**config.mk**
```make
export PLATFORM = sky130hd
export DESIGN_NAME = voxel_neighbour_index_generator_unit
export DESIGN_NICKNAME = d
export VERILOG_FILES = /design/src/rtl/vnig_pkg.sv /design/src/rtl/vnig_div.sv /design/src/rtl/vnig_seq.sv /design/src/rtl/vnig_dp.sv /design/src/rtl/voxel_neighbour_index_generator_unit.sv
export VERILOG_INCLUDE_DIRS = /design/src /design/src/rtl
export SDC_FILE = /design/constraint.sdc
export NUM_CORES = 1
export LEC_CHECK = 0
export ABC_AREA = 1
export BUFFER_PORTS_ARGS = -buffer_cell sky130_fd_sc_hd__buf_2
export CAP_MARGIN = 5
export CORE_MARGIN = 4
export CORE_UTILIZATION = 55
export DETAILED_ROUTE_END_ITERATION = 10
export PLACE_DENSITY = 0.82
export SYNTH_ARGS = -nofsm -noshare
export SYNTH_HDL_FRONTEND = slang
export SYNTH_SLANG_ARGS = --single-unit
```
**constraint.sdc**
```tcl
create_clock -name clk_i -period 6.4 [get_ports clk_i]
set_input_delay 0.32 -clock clk_i [delete_from_list [all_inputs] [get_ports clk_i]]
set_output_delay 0.32 -clock clk_i [all_outputs]
set_load 0.02 [all_outputs]
```
**src/rtl/voxel_neighbour_index_generator_unit_defines.svh**
```systemverilog
// Assertion macros used by the voxel neighbour index generator top level.
`ifndef VOXEL_NEIGHBOUR_INDEX_GENERATOR_UNIT_DEFINES_SVH
`define VOXEL_NEIGHBOUR_INDEX_GENERATOR_UNIT_DEFINES_SVH

// Check a property at every clock edge outside reset.
`define VNIG_ASSERT_NOW(lbl, prop, msg) \
  lbl: assert property (@(posedge clk_i) disable iff (!rst_ni) (prop)) else $error(msg);

// Check that a condition holds in the cycle after the trigger.
`define VNIG_ASSERT_NEXT(lbl, ante, cons, msg) \
  lbl: assert property (@(posedge clk_i) disable iff (!rst_ni) (ante) |=> (cons)) \
    else $error(msg);

`endif

```
**src/rtl/vnig_pkg.sv**
```systemverilog
// Shared types, codes, offset tables and microcode ROM of the voxel neighbour generator.
package vnig_pkg;

  localparam int IDX_W       = 30;
  localparam int CMD_W       = 3;
  localparam int ST_W        = 2;
  localparam int SIZE_W      = 11;
  localparam int CFG_IDX_W   = 2;
  localparam int UPC_W       = 6;
  localparam int DEF_MAX_DIM = 1024;

  // Neighbourhood selection
  localparam logic [CMD_W-1:0] CMD_SIX     = 3'd0;
  localparam logic [CMD_W-1:0] CMD_FULL    = 3'd1;
  localparam logic [CMD_W-1:0] CMD_RING_XY = 3'd2;
  localparam logic [CMD_W-1:0] CMD_RING_YZ = 3'd3;
  localparam logic [CMD_W-1:0] CMD_RING_XZ = 3'd4;

  // Result status
  localparam logic [ST_W-1:0] ST_OK      = 2'd0;
  localparam logic [ST_W-1:0] ST_NONE    = 2'd1;
  localparam logic [ST_W-1:0] ST_OUTSIDE = 2'd2;

  // Configuration register indexes
  localparam logic [CFG_IDX_W-1:0] CFG_SIZE_X = 2'd0;
  localparam logic [CFG_IDX_W-1:0] CFG_SIZE_Y = 2'd1;
  localparam logic [CFG_IDX_W-1:0] CFG_SIZE_Z = 2'd2;

  // Per-axis offset codes, packed as {dx, dy, dz}
  localparam logic [1:0] D_ZERO = 2'b00;
  localparam logic [1:0] D_POS  = 2'b01;
  localparam logic [1:0] D_NEG  = 2'b11;

  typedef logic [5:0] ofs_t;

  localparam ofs_t TAB6 [6] = '{
    {D_NEG, D_ZERO, D_ZERO}, {D_POS, D_ZERO, D_ZERO}, {D_ZERO, D_NEG, D_ZERO},
    {D_ZERO, D_POS, D_ZERO}, {D_ZERO, D_ZERO, D_NEG}, {D_ZERO, D_ZERO, D_POS}
  };

  localparam ofs_t TAB27 [27] = '{
    {D_ZERO, D_ZERO, D_ZERO}, {D_ZERO, D_NEG, D_ZERO}, {D_ZERO, D_POS, D_ZERO},
    {D_NEG, D_ZERO, D_ZERO},  {D_NEG, D_NEG, D_ZERO},  {D_NEG, D_POS, D_ZERO},
    {D_POS, D_ZERO, D_ZERO},  {D_POS, D_NEG, D_ZERO},  {D_POS, D_POS, D_ZERO},
    {D_ZERO, D_ZERO, D_NEG},  {D_ZERO, D_NEG, D_NEG},  {D_ZERO, D_POS, D_NEG},
    {D_NEG, D_ZERO, D_NEG},   {D_NEG, D_NEG, D_NEG},   {D_NEG, D_POS, D_NEG},
    {D_POS, D_ZERO, D_NEG},   {D_POS, D_NEG, D_NEG},   {D_POS, D_POS, D_NEG},
    {D_ZERO, D_ZERO, D_POS},  {D_ZERO, D_NEG, D_POS},  {D_ZERO, D_POS, D_POS},
    {D_NEG, D_ZERO, D_POS},   {D_NEG, D_NEG, D_POS},   {D_NEG, D_POS, D_POS},
    {D_POS, D_ZERO, D_POS},   {D_POS, D_NEG, D_POS},   {D_POS, D_POS, D_POS}
  };

  localparam ofs_t TABXY [8] = '{
    {D_NEG, D_ZERO, D_ZERO}, {D_NEG, D_NEG, D_ZERO}, {D_ZERO, D_NEG, D_ZERO},
    {D_POS, D_NEG, D_ZERO},  {D_POS, D_ZERO, D_ZERO}, {D_POS, D_POS, D_ZERO},
    {D_ZERO, D_POS, D_ZERO}, {D_NEG, D_POS, D_ZERO}
  };

  localparam ofs_t TABYZ [8] = '{
    {D_ZERO, D_ZERO, D_NEG}, {D_ZERO, D_NEG, D_NEG}, {D_ZERO, D_NEG, D_ZERO},
    {D_ZERO, D_NEG, D_POS},  {D_ZERO, D_ZERO, D_POS}, {D_ZERO, D_POS, D_POS},
    {D_ZERO, D_POS, D_ZERO}, {D_ZERO, D_POS, D_NEG}
  };

  localparam ofs_t TABXZ [8] = '{
    {D_ZERO, D_ZERO, D_NEG}, {D_NEG, D_ZERO, D_NEG}, {D_NEG, D_ZERO, D_ZERO},
    {D_NEG, D_ZERO, D_POS},  {D_ZERO, D_ZERO, D_POS}, {D_POS, D_ZERO, D_POS},
    {D_POS, D_ZERO, D_ZERO}, {D_POS, D_ZERO, D_NEG}
  };

  // Datapath operations
  typedef enum logic [2:0] {
    OP_NOP,
    OP_LOAD,
    OP_DIV2,
    OP_CHECK,
    OP_EMIT,
    OP_FLUSH
  } op_e;

  // Sequencing of the step counter
  typedef enum logic [2:0] {
    SEQ_NEXT,
    SEQ_WAIT,
    SEQ_LOOP,
    SEQ_CHECK,
    SEQ_JUMP
  } seq_e;

  typedef struct packed {
    op_e  op;
    ofs_t ofs;
  } ctrl_t;

  typedef struct packed {
    seq_e             seq;
    ctrl_t            ctrl;
    logic [UPC_W-1:0] target;
  } uword_t;

  typedef struct packed {
    logic div_done;
    logic outside;
  } stat_t;

  // Program layout
  localparam logic [UPC_W-1:0] UPC_WAIT   = 6'd0;
  localparam logic [UPC_W-1:0] UPC_DIVA   = 6'd1;
  localparam logic [UPC_W-1:0] UPC_DIV2   = 6'd2;
  localparam logic [UPC_W-1:0] UPC_DIVB   = 6'd3;
  localparam logic [UPC_W-1:0] UPC_CHECK  = 6'd4;
  localparam logic [UPC_W-1:0] UPC_TAB6   = 6'd5;
  localparam logic [UPC_W-1:0] UPC_TAB27  = UPC_TAB6 + 6'd6;
  localparam logic [UPC_W-1:0] UPC_TABXY  = UPC_TAB27 + 6'd27;
  localparam logic [UPC_W-1:0] UPC_TABYZ  = UPC_TABXY + 6'd8;
  localparam logic [UPC_W-1:0] UPC_TABXZ  = UPC_TABYZ + 6'd8;
  localparam logic [UPC_W-1:0] UPC_FLUSH  = UPC_TABXZ + 6'd8;

  function automatic logic [UPC_W-1:0] mode_entry(input logic [CMD_W-1:0] cmd);
    logic [UPC_W-1:0] e;
    unique case (cmd)
      CMD_SIX:     e = UPC_TAB6;
      CMD_FULL:    e = UPC_TAB27;
      CMD_RING_XY: e = UPC_TABXY;
      CMD_RING_YZ: e = UPC_TABYZ;
      CMD_RING_XZ: e = UPC_TABXZ;
      default:     e = UPC_FLUSH;
    endcase
    return e;
  endfunction

  function automatic uword_t ucode_rom(input logic [UPC_W-1:0] a);
    uword_t w;
    w.seq      = SEQ_JUMP;
    w.ctrl.op  = OP_NOP;
    w.ctrl.ofs = '0;
    w.target   = UPC_WAIT;
    if (a == UPC_WAIT) begin
      w.seq     = SEQ_WAIT;
      w.ctrl.op = OP_LOAD;
    end else if (a == UPC_DIVA || a == UPC_DIVB) begin
      w.seq = SEQ_LOOP;
    end else if (a == UPC_DIV2) begin
      w.seq     = SEQ_NEXT;
      w.ctrl.op = OP_DIV2;
    end else if (a == UPC_CHECK) begin
      w.seq     = SEQ_CHECK;
      w.ctrl.op = OP_CHECK;
    end else if (a >= UPC_TAB6 && a < UPC_FLUSH) begin
      w.ctrl.op = OP_EMIT;
      w.target  = UPC_FLUSH;
      w.seq     = SEQ_NEXT;
      if (a < UPC_TAB27) begin
        w.ctrl.ofs = TAB6[3'(a - UPC_TAB6)];
        if (a == UPC_TAB27 - 6'd1) begin
          w.seq = SEQ_JUMP;
        end
      end else if (a < UPC_TABXY) begin
        w.ctrl.ofs = TAB27[5'(a - UPC_TAB27)];
        if (a == UPC_TABXY - 6'd1) begin
          w.seq = SEQ_JUMP;
        end
      end else if (a < UPC_TABYZ) begin
        w.ctrl.ofs = TABXY[3'(a - UPC_TABXY)];
        if (a == UPC_TABYZ - 6'd1) begin
          w.seq = SEQ_JUMP;
        end
      end else if (a < UPC_TABXZ) begin
        w.ctrl.ofs = TABYZ[3'(a - UPC_TABYZ)];
        if (a == UPC_TABXZ - 6'd1) begin
          w.seq = SEQ_JUMP;
        end
      end else begin
        w.ctrl.ofs = TABXZ[3'(a - UPC_TABXZ)];
        if (a == UPC_FLUSH - 6'd1) begin
          w.seq = SEQ_JUMP;
        end
      end
    end else if (a == UPC_FLUSH) begin
      w.ctrl.op = OP_FLUSH;
    end else begin
      w.target = UPC_WAIT;
    end
    return w;
  endfunction

  // Linear step of one axis: zero, +stp or -stp (mod 2^IDX_W)
  function automatic logic [IDX_W-1:0] axis_term(input logic [1:0] code,
                                                 input logic [IDX_W-1:0] stp);
    logic [IDX_W-1:0] t;
    unique case (code)
      D_POS:   t = stp;
      D_NEG:   t = ~stp + IDX_W'(1);
      default: t = '0;
    endcase
    return t;
  endfunction

  function automatic logic axis_ok(input logic [1:0] code, input logic lo, input logic hi);
    return !((code == D_NEG) && lo) && !((code == D_POS) && hi);
  endfunction

endpackage

```
**src/rtl/vnig_div.sv**
```systemverilog
// Restoring divider that retires one quotient bit per cycle.
module vnig_div import vnig_pkg::*; #(
  parameter int MAX_DIM = DEF_MAX_DIM
) (
  input  logic                                 clk_i,
  input  logic                                 rst_ni,
  input  logic                                 load_i,
  input  logic [IDX_W-1:0]                     dividend_i,
  input  logic [$clog2(MAX_DIM+1)-1:0]         divisor_i,
  output logic [IDX_W-1:0]                     quot_o,
  output logic [$clog2(MAX_DIM+1)-1:0]         rem_o,
  output logic                                 done_o
);

  localparam int DIM_W = $clog2(MAX_DIM + 1);
  localparam int CNT_W = $clog2(IDX_W + 1);

  logic [IDX_W-1:0] quo_q, quo_d;
  logic [DIM_W-1:0] rem_q, rem_d;
  logic [DIM_W-1:0] den_q, den_d;
  logic [CNT_W-1:0] cnt_q, cnt_d;
  logic [DIM_W:0]   trial;

  always_comb begin
    trial = {rem_q, quo_q[IDX_W-1]};
    quo_d = quo_q;
    rem_d = rem_q;
    den_d = den_q;
    cnt_d = cnt_q;
    if (load_i) begin
      quo_d = dividend_i;
      rem_d = '0;
      den_d = divisor_i;
      cnt_d = CNT_W'(IDX_W);
    end else if (cnt_q != '0) begin
      cnt_d = cnt_q - CNT_W'(1);
      if (trial >= {1'b0, den_q}) begin
        rem_d = DIM_W'(trial - {1'b0, den_q});
        quo_d = {quo_q[IDX_W-2:0], 1'b1};
      end else begin
        rem_d = DIM_W'(trial);
        quo_d = {quo_q[IDX_W-2:0], 1'b0};
      end
    end
  end

  always_ff @(posedge clk_i or negedge rst_ni) begin
    if (!rst_ni) begin
      cnt_q <= '0;
    end else begin
      cnt_q <= cnt_d;
    end
  end

  always_ff @(posedge clk_i) begin
    quo_q <= quo_d;
    rem_q <= rem_d;
    den_q <= den_d;
  end

  assign quot_o = quo_q;
  assign rem_o  = rem_q;
  assign done_o = (cnt_q == '0);

endmodule

```
**src/rtl/vnig_seq.sv**
```systemverilog
// Microcode sequencer: step counter, control ROM lookup and jump logic.
module vnig_seq import vnig_pkg::*; (
  input  logic             clk_i,
  input  logic             rst_ni,
  input  logic             start_i,
  input  logic [CMD_W-1:0] cmd_i,
  input  stat_t            stat_i,
  output ctrl_t            ctrl_o,
  output logic             busy_o
);

  logic [UPC_W-1:0] upc_q, upc_d;
  logic [CMD_W-1:0] cmd_q, cmd_d;
  uword_t           uw;

  assign uw = ucode_rom(upc_q);

  always_comb begin
    upc_d  = upc_q;
    cmd_d  = cmd_q;
    ctrl_o = uw.ctrl;
    unique case (uw.seq)
      SEQ_WAIT: begin
        if (start_i) begin
          upc_d = upc_q + UPC_W'(1);
          cmd_d = cmd_i;
        end else begin
          ctrl_o.op = OP_NOP;
        end
      end
      SEQ_NEXT: upc_d = upc_q + UPC_W'(1);
      SEQ_LOOP: begin
        if (stat_i.div_done) begin
          upc_d = upc_q + UPC_W'(1);
        end
      end
      SEQ_CHECK: upc_d = stat_i.outside ? UPC_WAIT : mode_entry(cmd_q);
      SEQ_JUMP:  upc_d = uw.target;
      default:   upc_d = UPC_WAIT;
    endcase
  end

  always_ff @(posedge clk_i or negedge rst_ni) begin
    if (!rst_ni) begin
      upc_q <= UPC_WAIT;
      cmd_q <= '0;
    end else begin
      upc_q <= upc_d;
      cmd_q <= cmd_d;
    end
  end

  assign busy_o = (upc_q != UPC_WAIT);

endmodule

```
**src/rtl/vnig_dp.sv**
```systemverilog
// Datapath: index split through the divider, bounds flags, neighbour sum and result register.
module vnig_dp import vnig_pkg::*; #(
  parameter int MAX_DIM = DEF_MAX_DIM
) (
  input  logic                         clk_i,
  input  logic                         rst_ni,
  input  ctrl_t                        ctrl_i,
  input  logic [IDX_W-1:0]             voxel_index_i,
  input  logic [$clog2(MAX_DIM+1)-1:0] nx_i,
  input  logic [$clog2(MAX_DIM+1)-1:0] ny_i,
  input  logic [$clog2(MAX_DIM+1)-1:0] nz_i,
  output stat_t                        stat_o,
  output logic                         result_valid_o,
  output logic [IDX_W-1:0]             neighbour_index_o,
  output logic [ST_W-1:0]              status_o,
  output logic                         last_o
);

  localparam int DIM_W = $clog2(MAX_DIM + 1);

  typedef struct packed {
    logic x_lo;
    logic x_hi;
    logic y_lo;
    logic y_hi;
    logic z_lo;
    logic z_hi;
  } bnd_t;

  logic               div_load;
  logic [IDX_W-1:0]   div_dividend;
  logic [DIM_W-1:0]   div_divisor;
  logic [IDX_W-1:0]   quot;
  logic [DIM_W-1:0]   rem;
  logic               div_done;
  logic               outside;
  logic [2*DIM_W-1:0] plane_full;
  logic               nbr_ok;
  logic [IDX_W-1:0]   nbr_sum;

  logic [IDX_W-1:0] id_q, id_d;
  logic [IDX_W-1:0] plane_q, plane_d;
  bnd_t             bnd_q, bnd_d;
  logic [IDX_W-1:0] pend_q, pend_d;
  logic             pend_v_q, pend_v_d;
  logic             res_v_q, res_v_d;
  logic [IDX_W-1:0] res_idx_q, res_idx_d;
  logic [ST_W-1:0]  res_st_q, res_st_d;
  logic             res_last_q, res_last_d;

  vnig_div #(
    .MAX_DIM(MAX_DIM)
  ) u_div (
    .clk_i     (clk_i),
    .rst_ni    (rst_ni),
    .load_i    (div_load),
    .dividend_i(div_dividend),
    .divisor_i (div_divisor),
    .quot_o    (quot),
    .rem_o     (rem),
    .done_o    (div_done)
  );

  // First pass splits off x, second pass splits the remaining quotient into y and z.
  assign div_load     = (ctrl_i.op == OP_LOAD) || (ctrl_i.op == OP_DIV2);
  assign div_dividend = (ctrl_i.op == OP_DIV2) ? quot : voxel_index_i;
  assign div_divisor  = (ctrl_i.op == OP_DIV2) ? ny_i : nx_i;

  assign outside    = (quot >= IDX_W'(nz_i));
  assign stat_o     = '{div_done: div_done, outside: outside};
  assign plane_full = nx_i * ny_i;

  assign nbr_ok  = axis_ok(ctrl_i.ofs[5:4], bnd_q.x_lo, bnd_q.x_hi)
                && axis_ok(ctrl_i.ofs[3:2], bnd_q.y_lo, bnd_q.y_hi)
                && axis_ok(ctrl_i.ofs[1:0], bnd_q.z_lo, bnd_q.z_hi);
  assign nbr_sum = id_q + axis_term(ctrl_i.ofs[5:4], IDX_W'(1))
                        + axis_term(ctrl_i.ofs[3:2], IDX_W'(nx_i))
                        + axis_term(ctrl_i.ofs[1:0], plane_q);

  always_comb begin
    id_d       = id_q;
    plane_d    = plane_q;
    bnd_d      = bnd_q;
    pend_d     = pend_q;
    pend_v_d   = pend_v_q;
    res_v_d    = 1'b0;
    res_idx_d  = res_idx_q;
    res_st_d   = res_st_q;
    res_last_d = res_last_q;
    unique case (ctrl_i.op)
      OP_LOAD: begin
        id_d     = voxel_index_i;
        pend_v_d = 1'b0;
      end
      OP_DIV2: begin
        plane_d    = IDX_W'(plane_full);
        bnd_d.x_lo = (rem == '0);
        bnd_d.x_hi = (rem == nx_i - DIM_W'(1));
      end
      OP_CHECK: begin
        bnd_d.y_lo = (rem == '0);
        bnd_d.y_hi = (rem == ny_i - DIM_W'(1));
        bnd_d.z_lo = (quot == '0);
        bnd_d.z_hi = (quot == IDX_W'(nz_i) - IDX_W'(1));
        if (outside) begin
          res_v_d    = 1'b1;
          res_idx_d  = '0;
          res_st_d   = ST_OUTSIDE;
          res_last_d = 1'b1;
        end
      end
      OP_EMIT: begin
        // Hold one neighbour back so the final one can carry the last flag.
        if (nbr_ok) begin
          if (pend_v_q) begin
            res_v_d    = 1'b1;
            res_idx_d  = pend_q;
            res_st_d   = ST_OK;
            res_last_d = 1'b0;
          end
          pend_d   = nbr_sum;
          pend_v_d = 1'b1;
        end
      end
      OP_FLUSH: begin
        res_v_d    = 1'b1;
        res_last_d = 1'b1;
        if (pend_v_q) begin
          res_idx_d = pend_q;
          res_st_d  = ST_OK;
        end else begin
          res_idx_d = '0;
          res_st_d  = ST_NONE;
        end
        pend_v_d = 1'b0;
      end
      default: ;
    endcase
  end

  always_ff @(posedge clk_i or negedge rst_ni) begin
    if (!rst_ni) begin
      pend_v_q <= 1'b0;
      res_v_q  <= 1'b0;
    end else begin
      pend_v_q <= pend_v_d;
      res_v_q  <= res_v_d;
    end
  end

  always_ff @(posedge clk_i) begin
    id_q       <= id_d;
    plane_q    <= plane_d;
    bnd_q      <= bnd_d;
    pend_q     <= pend_d;
    res_idx_q  <= res_idx_d;
    res_st_q   <= res_st_d;
    res_last_q <= res_last_d;
  end

  assign result_valid_o    = res_v_q;
  assign neighbour_index_o = res_idx_q;
  assign status_o          = res_st_q;
  assign last_o            = res_last_q;

endmodule

```
**src/rtl/voxel_neighbour_index_generator_unit.sv**
```systemverilog
// Top level of the voxel neighbour index generator: configuration, sequencer and datapath.
`include "voxel_neighbour_index_generator_unit_defines.svh"

// A request (cmd_i, voxel_index_i) is taken on a clock edge with start_i high and
// busy_o low. The index is split into x, y and z by two passes of a shared one-bit-per-
// cycle divider, then a microcoded step walks the selected offset list, one offset per
// cycle, and a final step closes the list. The list holds 6 offsets for the face set,
// 27 for the full block, 8 for a ring and none for an unused mode; an index outside the
// grid ends at the check step, with no walk. A new request can be taken in the first
// cycle busy_o is low again. Results come on result_valid_o for a single cycle each and
// cannot be stalled: the receiver must take every strobe. In-grid neighbours come in
// table order, the last one flagged by last_o; an empty list gives one status "none"
// result and an outside index one status "outside" result, both with a zero index. The
// last result of a request shows in the cycle busy_o falls. Grid sizes must be written
// through the cfg port only while busy_o is low; the block itself does not enforce it.
// A size of zero acts as one and a size above MAX_DIM acts as MAX_DIM.
module voxel_neighbour_index_generator_unit import vnig_pkg::*; #(
  parameter int MAX_DIM = DEF_MAX_DIM
) (
  input  logic                 clk_i,
  input  logic                 rst_ni,
  input  logic                 start_i,
  output logic                 busy_o,
  input  logic [CMD_W-1:0]     cmd_i,
  input  logic [IDX_W-1:0]     voxel_index_i,
  input  logic                 cfg_valid_i,
  output logic                 cfg_ready_o,
  input  logic [CFG_IDX_W-1:0] cfg_index_i,
  input  logic [SIZE_W-1:0]    cfg_data_i,
  output logic                 result_valid_o,
  output logic [IDX_W-1:0]     neighbour_index_o,
  output logic [ST_W-1:0]      status_o,
  output logic                 last_o
);

  localparam int DIM_W = $clog2(MAX_DIM + 1);

  logic [SIZE_W-1:0] size_x_q, size_x_d;
  logic [SIZE_W-1:0] size_y_q, size_y_d;
  logic [SIZE_W-1:0] size_z_q, size_z_d;
  logic [DIM_W-1:0]  nx, ny, nz;
  ctrl_t             ctrl;
  stat_t             stat;
  logic              nonok_result;

  // Clamp a raw size register to the range the datapath is built for.
  function automatic logic [DIM_W-1:0] eff_dim(input logic [SIZE_W-1:0] s);
    logic [DIM_W-1:0] r;
    if (s == '0) begin
      r = DIM_W'(1);
    end else if (32'(s) > 32'(MAX_DIM)) begin
      r = DIM_W'(MAX_DIM);
    end else begin
      r = DIM_W'(s);
    end
    return r;
  endfunction

  // Configuration writes are always taken; indexes past the register list are dropped.
  assign cfg_ready_o = 1'b1;

  always_comb begin
    size_x_d = size_x_q;
    size_y_d = size_y_q;
    size_z_d = size_z_q;
    if (cfg_valid_i && cfg_ready_o) begin
      unique case (cfg_index_i)
        CFG_SIZE_X: size_x_d = cfg_data_i;
        CFG_SIZE_Y: size_y_d = cfg_data_i;
        CFG_SIZE_Z: size_z_d = cfg_data_i;
        default: ;
      endcase
    end
  end

  always_ff @(posedge clk_i or negedge rst_ni) begin
    if (!rst_ni) begin
      size_x_q <= SIZE_W'(1);
      size_y_q <= SIZE_W'(1);
      size_z_q <= SIZE_W'(1);
    end else begin
      size_x_q <= size_x_d;
      size_y_q <= size_y_d;
      size_z_q <= size_z_d;
    end
  end

  assign nx = eff_dim(size_x_q);
  assign ny = eff_dim(size_y_q);
  assign nz = eff_dim(size_z_q);

  // Step counter and control ROM; advances through divide, check and emit phases.
  vnig_seq u_seq (
    .clk_i  (clk_i),
    .rst_ni (rst_ni),
    .start_i(start_i),
    .cmd_i  (cmd_i),
    .stat_i (stat),
    .ctrl_o (ctrl),
    .busy_o (busy_o)
  );

  // Divider, bounds flags, neighbour adder and the one-cycle result register.
  vnig_dp #(
    .MAX_DIM(MAX_DIM)
  ) u_dp (
    .clk_i            (clk_i),
    .rst_ni           (rst_ni),
    .ctrl_i           (ctrl),
    .voxel_index_i    (voxel_index_i),
    .nx_i             (nx),
    .ny_i             (ny),
    .nz_i             (nz),
    .stat_o           (stat),
    .result_valid_o   (result_valid_o),
    .neighbour_index_o(neighbour_index_o),
    .status_o         (status_o),
    .last_o           (last_o)
  );

  assign nonok_result = result_valid_o && (status_o != ST_OK);

  // An accepted request always occupies the block for the following cycle.
  `VNIG_ASSERT_NEXT(a_start_busy, start_i && !busy_o, busy_o, "request taken but not busy")
  // No result can appear in the cycle after an idle cycle.
  `VNIG_ASSERT_NEXT(a_idle_quiet, !busy_o, !result_valid_o, "result without a request")
  // Only the closing result of a request drops busy.
  `VNIG_ASSERT_NOW(a_last_busy, result_valid_o |-> (last_o == !busy_o), "last flag off")
  // Error and empty results carry a zero index and close the request.
  `VNIG_ASSERT_NOW(a_status_last, nonok_result |-> last_o && neighbour_index_o == '0, "bad status")

endmodule
```
==> impl_summary.md <==
Final layout
The total number of nets in the final design is 2844. The antenna cell count is 0. From synthesis to final layout, the design area changed by 12.7%. The post-route netlist has 9.80% of its cells at a drive strength greater than 1. The area of all placed cells without fillers is 0.0217 mm².

Worst setup path
The critical path is of the reg -> reg type. The kind of launch point of the worst setup path is a flop. The data arrival time at the worst-slack endpoint is 6.37 ns.

The logic depth of the worst register-to-register path is 25. The endpoint identified for the worst register-to-register timing path is u_dp.plane_q[19]$_DFFE_PN_. The required arrival time at the worst endpoint is 6.68 ns. The start of the worst register-to-register path is size_x_q[5]$_DFFE_PN0P_.

Along the worst path, the maximum fanout reaches 8. The biggest cell delay along the critical path is 0.53 ns. The number of buffers and inverters on the critical path is 7. For flop-to-flop paths, the worst setup slack is 0.31 ns. The kind of cell with the highest combined delay on the critical path is adder cells.

The worst-path cell with the longest stage delay is fa_1. The worst setup path is captured at a flop.

Floorplanning
The floorplan has 68 rows. The initial utilization of the core area, before any placement, comes to 55.8%. The area of the core region is 0.0345 mm².

The die covers 0.0381 mm². For this design the top-level I/O count stands at 86. The y dimension of the die is 195 µm. The horizontal die dimension is 195 µm.

Place
The congestion estimate from routability-driven global placement came to 1.02. During placement, the flow inserted port buffers numbering 84. In this run the cell area measured after placement is 0.0205 mm². The HPWL after detailed placement is 42500 µm.

Logic synthesis
The number of enable-type register cells in the synthesized netlist is 162. The post-synthesis area per instance is 8.15 µm². The fraction of registers with async set/reset is 22.1%. The synthesized netlist occupies a cell area of 0.0193 mm². The leading register cell type out of synthesis is edfxtp_1.

The netlist uses 60 different library cells. The post-synthesis register bit count is 222. The number of synthesis warnings is 0. The number of instances in the synthesized netlist is 2364.

For this run, the register share of the synthesized area comes to 32.8%. Synthesis produced a netlist with a net count of 2684.

CTS
The clock buffer count from CTS is 24. The clock edge transition at the registers on the reported setup and hold paths is 0.07 ns. In this run the number of H-tree levels came out at 1. The tree is rooted in a clkbuf_16. For the worst-skew pair, the clock arrives at the later sink with an insertion delay of 0.53 ns. The clock net in this run drives a total of 222 sinks. Counting along the longest clock path gives a buffer depth of 3.

The TritonCTS clock tree is yes.

Route
The detailed router finished its first iteration with 1614 violations. In the final routed layout, each cell accounts on average for 18.2 µm. In this run the remaining antenna-violating nets after routing total 0.

The via count is 16900. After detailed routing, the total wire length is 54700 µm. In the routed layout, each cell is associated on average with a via count of 5.63. The first-pass iteration count of the detailed router is 5.

The residual DRC count is 0.

Global routing
Entering global routing, the biggest net connects 56 pins. The number of antenna violations at the first check in global routing is 0. The number of global-route vias before repair is 16800. The first global-routing pass estimated 87400 µm of wire. Global routing used 28.5% of the available tracks across all layers. The total overflow reported by the global router is 0.

STA
The period utilization is 95.1%. Setup violations remaining at the end of the flow were counted as 0. The number of max-slew violations in the final report is 0.

The worst-margin pin slew is 0.993 ns. The number of hold violations in the final report was 0. The top achievable clock speed is 0.164 GHz. On the final layout, the worst clock skew is 0.0141 ns.

The worst pin sits at a relative slew slack of 33.7%. The worst path needs 6.09 ns of the cycle, external delays included. Summed over all failing endpoints, the final setup total negative slack is 0 ns.

Run
Max-cap violations in this run came to 0.

Status
The flow ran to the end, and the final reports show no timing, DRC or antenna violations.

Worst hold path
The tightest min-delay check is of the in -> reg type. The worst hold path endpoint is u_dp.id_q[25]$_DFFE_PN_. The worst hold path begins at voxel_index_i[25]. Counting instances, the worst hold path has a depth of 1.
[metrics by stage]
step	hold slack (ns)	instances	util, %	setup WS, ns
final	0.0118	2997	62.9	0.312
after global routing	0.000443	2997	62.9	-0.0242
after CTS	0.00287	2988	62.5	0.0434
after detailed placement	0.481	2918	59.2	-0.0531
after global placement	0.476	2918	59.2	0.0266
after floorplan	0.0244	2364	-	0.0958
[flip-flops by register name, summed over array words and instances (netlist names)]
register                cells
u_dp.result_valid_o         1
u_dp.bnd_q                  6
u_dp.pend_v_q               1
u_dp.u_div.rem_o           11
size_y_q                   11
u_seq.upc_q                 6
u_dp.u_div.quot_o          30
u_dp.neighbour_index_o     30
u_dp.status_o               2
u_dp.u_div.den_q           11
u_seq.cmd_q                 3
u_dp.u_div.cnt_q            5
u_dp.plane_q               22
u_dp.last_o                 1
size_x_q                   11
size_z_q                   11
u_dp.id_q                  30
u_dp.pend_q                30
[synth_stat cells (4+ instances only)]
cell      instances  share of area [%]
a21o_1            5               0.19
a21oi_1         102                2.6
a31oi_1           7               0.23
buf_2            11               0.29
buf_4             9               0.35
clkbuf_1         15               0.29
clkinv_1          5              0.097
dfrtp_1          46                6.0
dfxtp_1          11                1.1
edfxtp_1        162                 25
fa_1            139                 14
ha_1            131                8.5
inv_1           401                7.8
inv_2            13               0.25
nand2_1         545                 11
nand2_2          13               0.42
nand3_1         128                3.3
nand3_2           4               0.21
nand4_1          29               0.94
nor2_1          234                4.6
nor3_1           20               0.52
nor4_1           10               0.32
o211ai_1          8               0.31
o21a_1            5               0.19
o21ai_0         155                4.0
o21ai_1          10               0.26
o22ai_1          15               0.49
xnor2_1          20               0.91
xor2_1           62                2.8
[kinds of logic (layout without fill, tap and decap cells)]
| group | after synthesis | in the layout | synth area share (%) |
|---|---|---|---|
| other | 1 | 1 | 0.0195 |
| XOR/XNOR | 84 | 84 | 3.96 |
| adder cells (fa/ha/maj) | 270 | 270 | 22.9 |
| AND/OR/NAND/NOR | 1001 | 1001 | 21.7 |
| buffers and inverters | 459 | 636 | 9.28 |
| AO/OA/AOI/OAI | 327 | 328 | 9.30 |
| flip-flops | 222 | 222 | 32.8 |
[layout make-up]
cell class / count / area [µm²]
Tap cell: 455 / 569
Inverter: 420 / 1580
Timing Repair Buffer: 172 / 1150
Sequential cell: 222 / 6320
Multi-Input combinational cell: 1684 / 11200
Clock inverter: 9 / 138
Clock buffer: 35 / 724
Fill cell: 2931 / 12800
[worst reg2reg max path, stage by stage (launching register included)]
cell and delay [ns]:
dfrtp_1 0.43, nor2_1 0.23, nand3_2 0.19, o21bai_4 0.28
buf_4 0.17, nand2_2 0.05, inv_2 0.15, nand2_1 0.09
fa_1 0.48, inv_1 0.05, fa_1 0.51, inv_1 0.05
fa_1 0.47, inv_1 0.05, fa_1 0.53, inv_1 0.06
fa_1 0.53, inv_1 0.04, ha_1 0.34, nand2_1 0.11
nor4_2 0.33, a21oi_1 0.16, o21ai_2 0.19, nand2_1 0.07
o21ai_0 0.19, xor2_1 0.10
[cells in the final DEF (no fill, tap or decap), drive strengths merged, types with 9 or more instances in the layout]
cell         synthesis  layout
nand2              559     559
inv                415     415
nor2               238     238
o21ai              168     168
edfxtp             162     162
buf                 24     144
fa                 139     139
nand3              132     132
ha                 131     131
a21oi              105     105
xor2                62      62
dfrtp               46      46
clkbuf              15      35
nand4               29      29
dlygate4sd3          0      28
nor3                22      22
xnor2               20      20
o22ai               15      15
dfxtp               11      11
nor4                10      10
o211ai               9       9
clkinv               5       9
[what timing repair did]
item / in CTS / in global routing
gates resized for setup: 1 / 16
pin swaps: 0 / 2
hold buffers: 26 / 2
buffers inserted: 0 / 6
gates cloned: 0 / 1
endpoints found under the hold margin: 71 / 2
setup endpoints to repair: 1 / 16
[how the worst max path moves through the flow]
| stage | to | slack [ns] | startpoint | cells after the start |
|---|---|---|---|---|
| 2_1_floorplan | u_dp.pend_q[16]$_DFFE_PP_ | 0.1 | u_seq.upc_q[0]$_DFFE_PN0P_ | 23 |
| 3_3_place_gp | u_dp.pend_q[23]$_DFFE_PP_ | 0.03 | u_seq.upc_q[0]$_DFFE_PN0P_ | 27 |
| 3_5_place_dp | u_dp.pend_q[23]$_DFFE_PP_ | -0.05 | u_seq.upc_q[0]$_DFFE_PN0P_ | 27 |
| 4_1_cts | u_dp.pend_q[23]$_DFFE_PP_ | 0.04 | u_seq.upc_q[0]$_DFFE_PN0P_ | 27 |
| 5_1_grt | u_dp.plane_q[19]$_DFFE_PN_ | -0.02 | size_x_q[4]$_DFFE_PN0P_ | 22 |
| 6_report | u_dp.plane_q[19]$_DFFE_PN_ | 0.31 | size_x_q[5]$_DFFE_PN0P_ | 25 |
[metal layers]
| layer | wire length (µm) | GRT usage (%) | vias up |
|---|---|---|---|
| met3 | 4350 | 4.00 | 154 |
| li1 | - | - | 7921 |
| met4 | 2970 | 12.4 | 0 |
| met2 | 25700 | 48.4 | 861 |
| met1 | 21600 | 36.6 | 7944 |
| met5 | 0 | 0 | - |
Power is not shown: default switching activity piles up to over one toggle a cycle in this logic, so the estimate is an artifact.
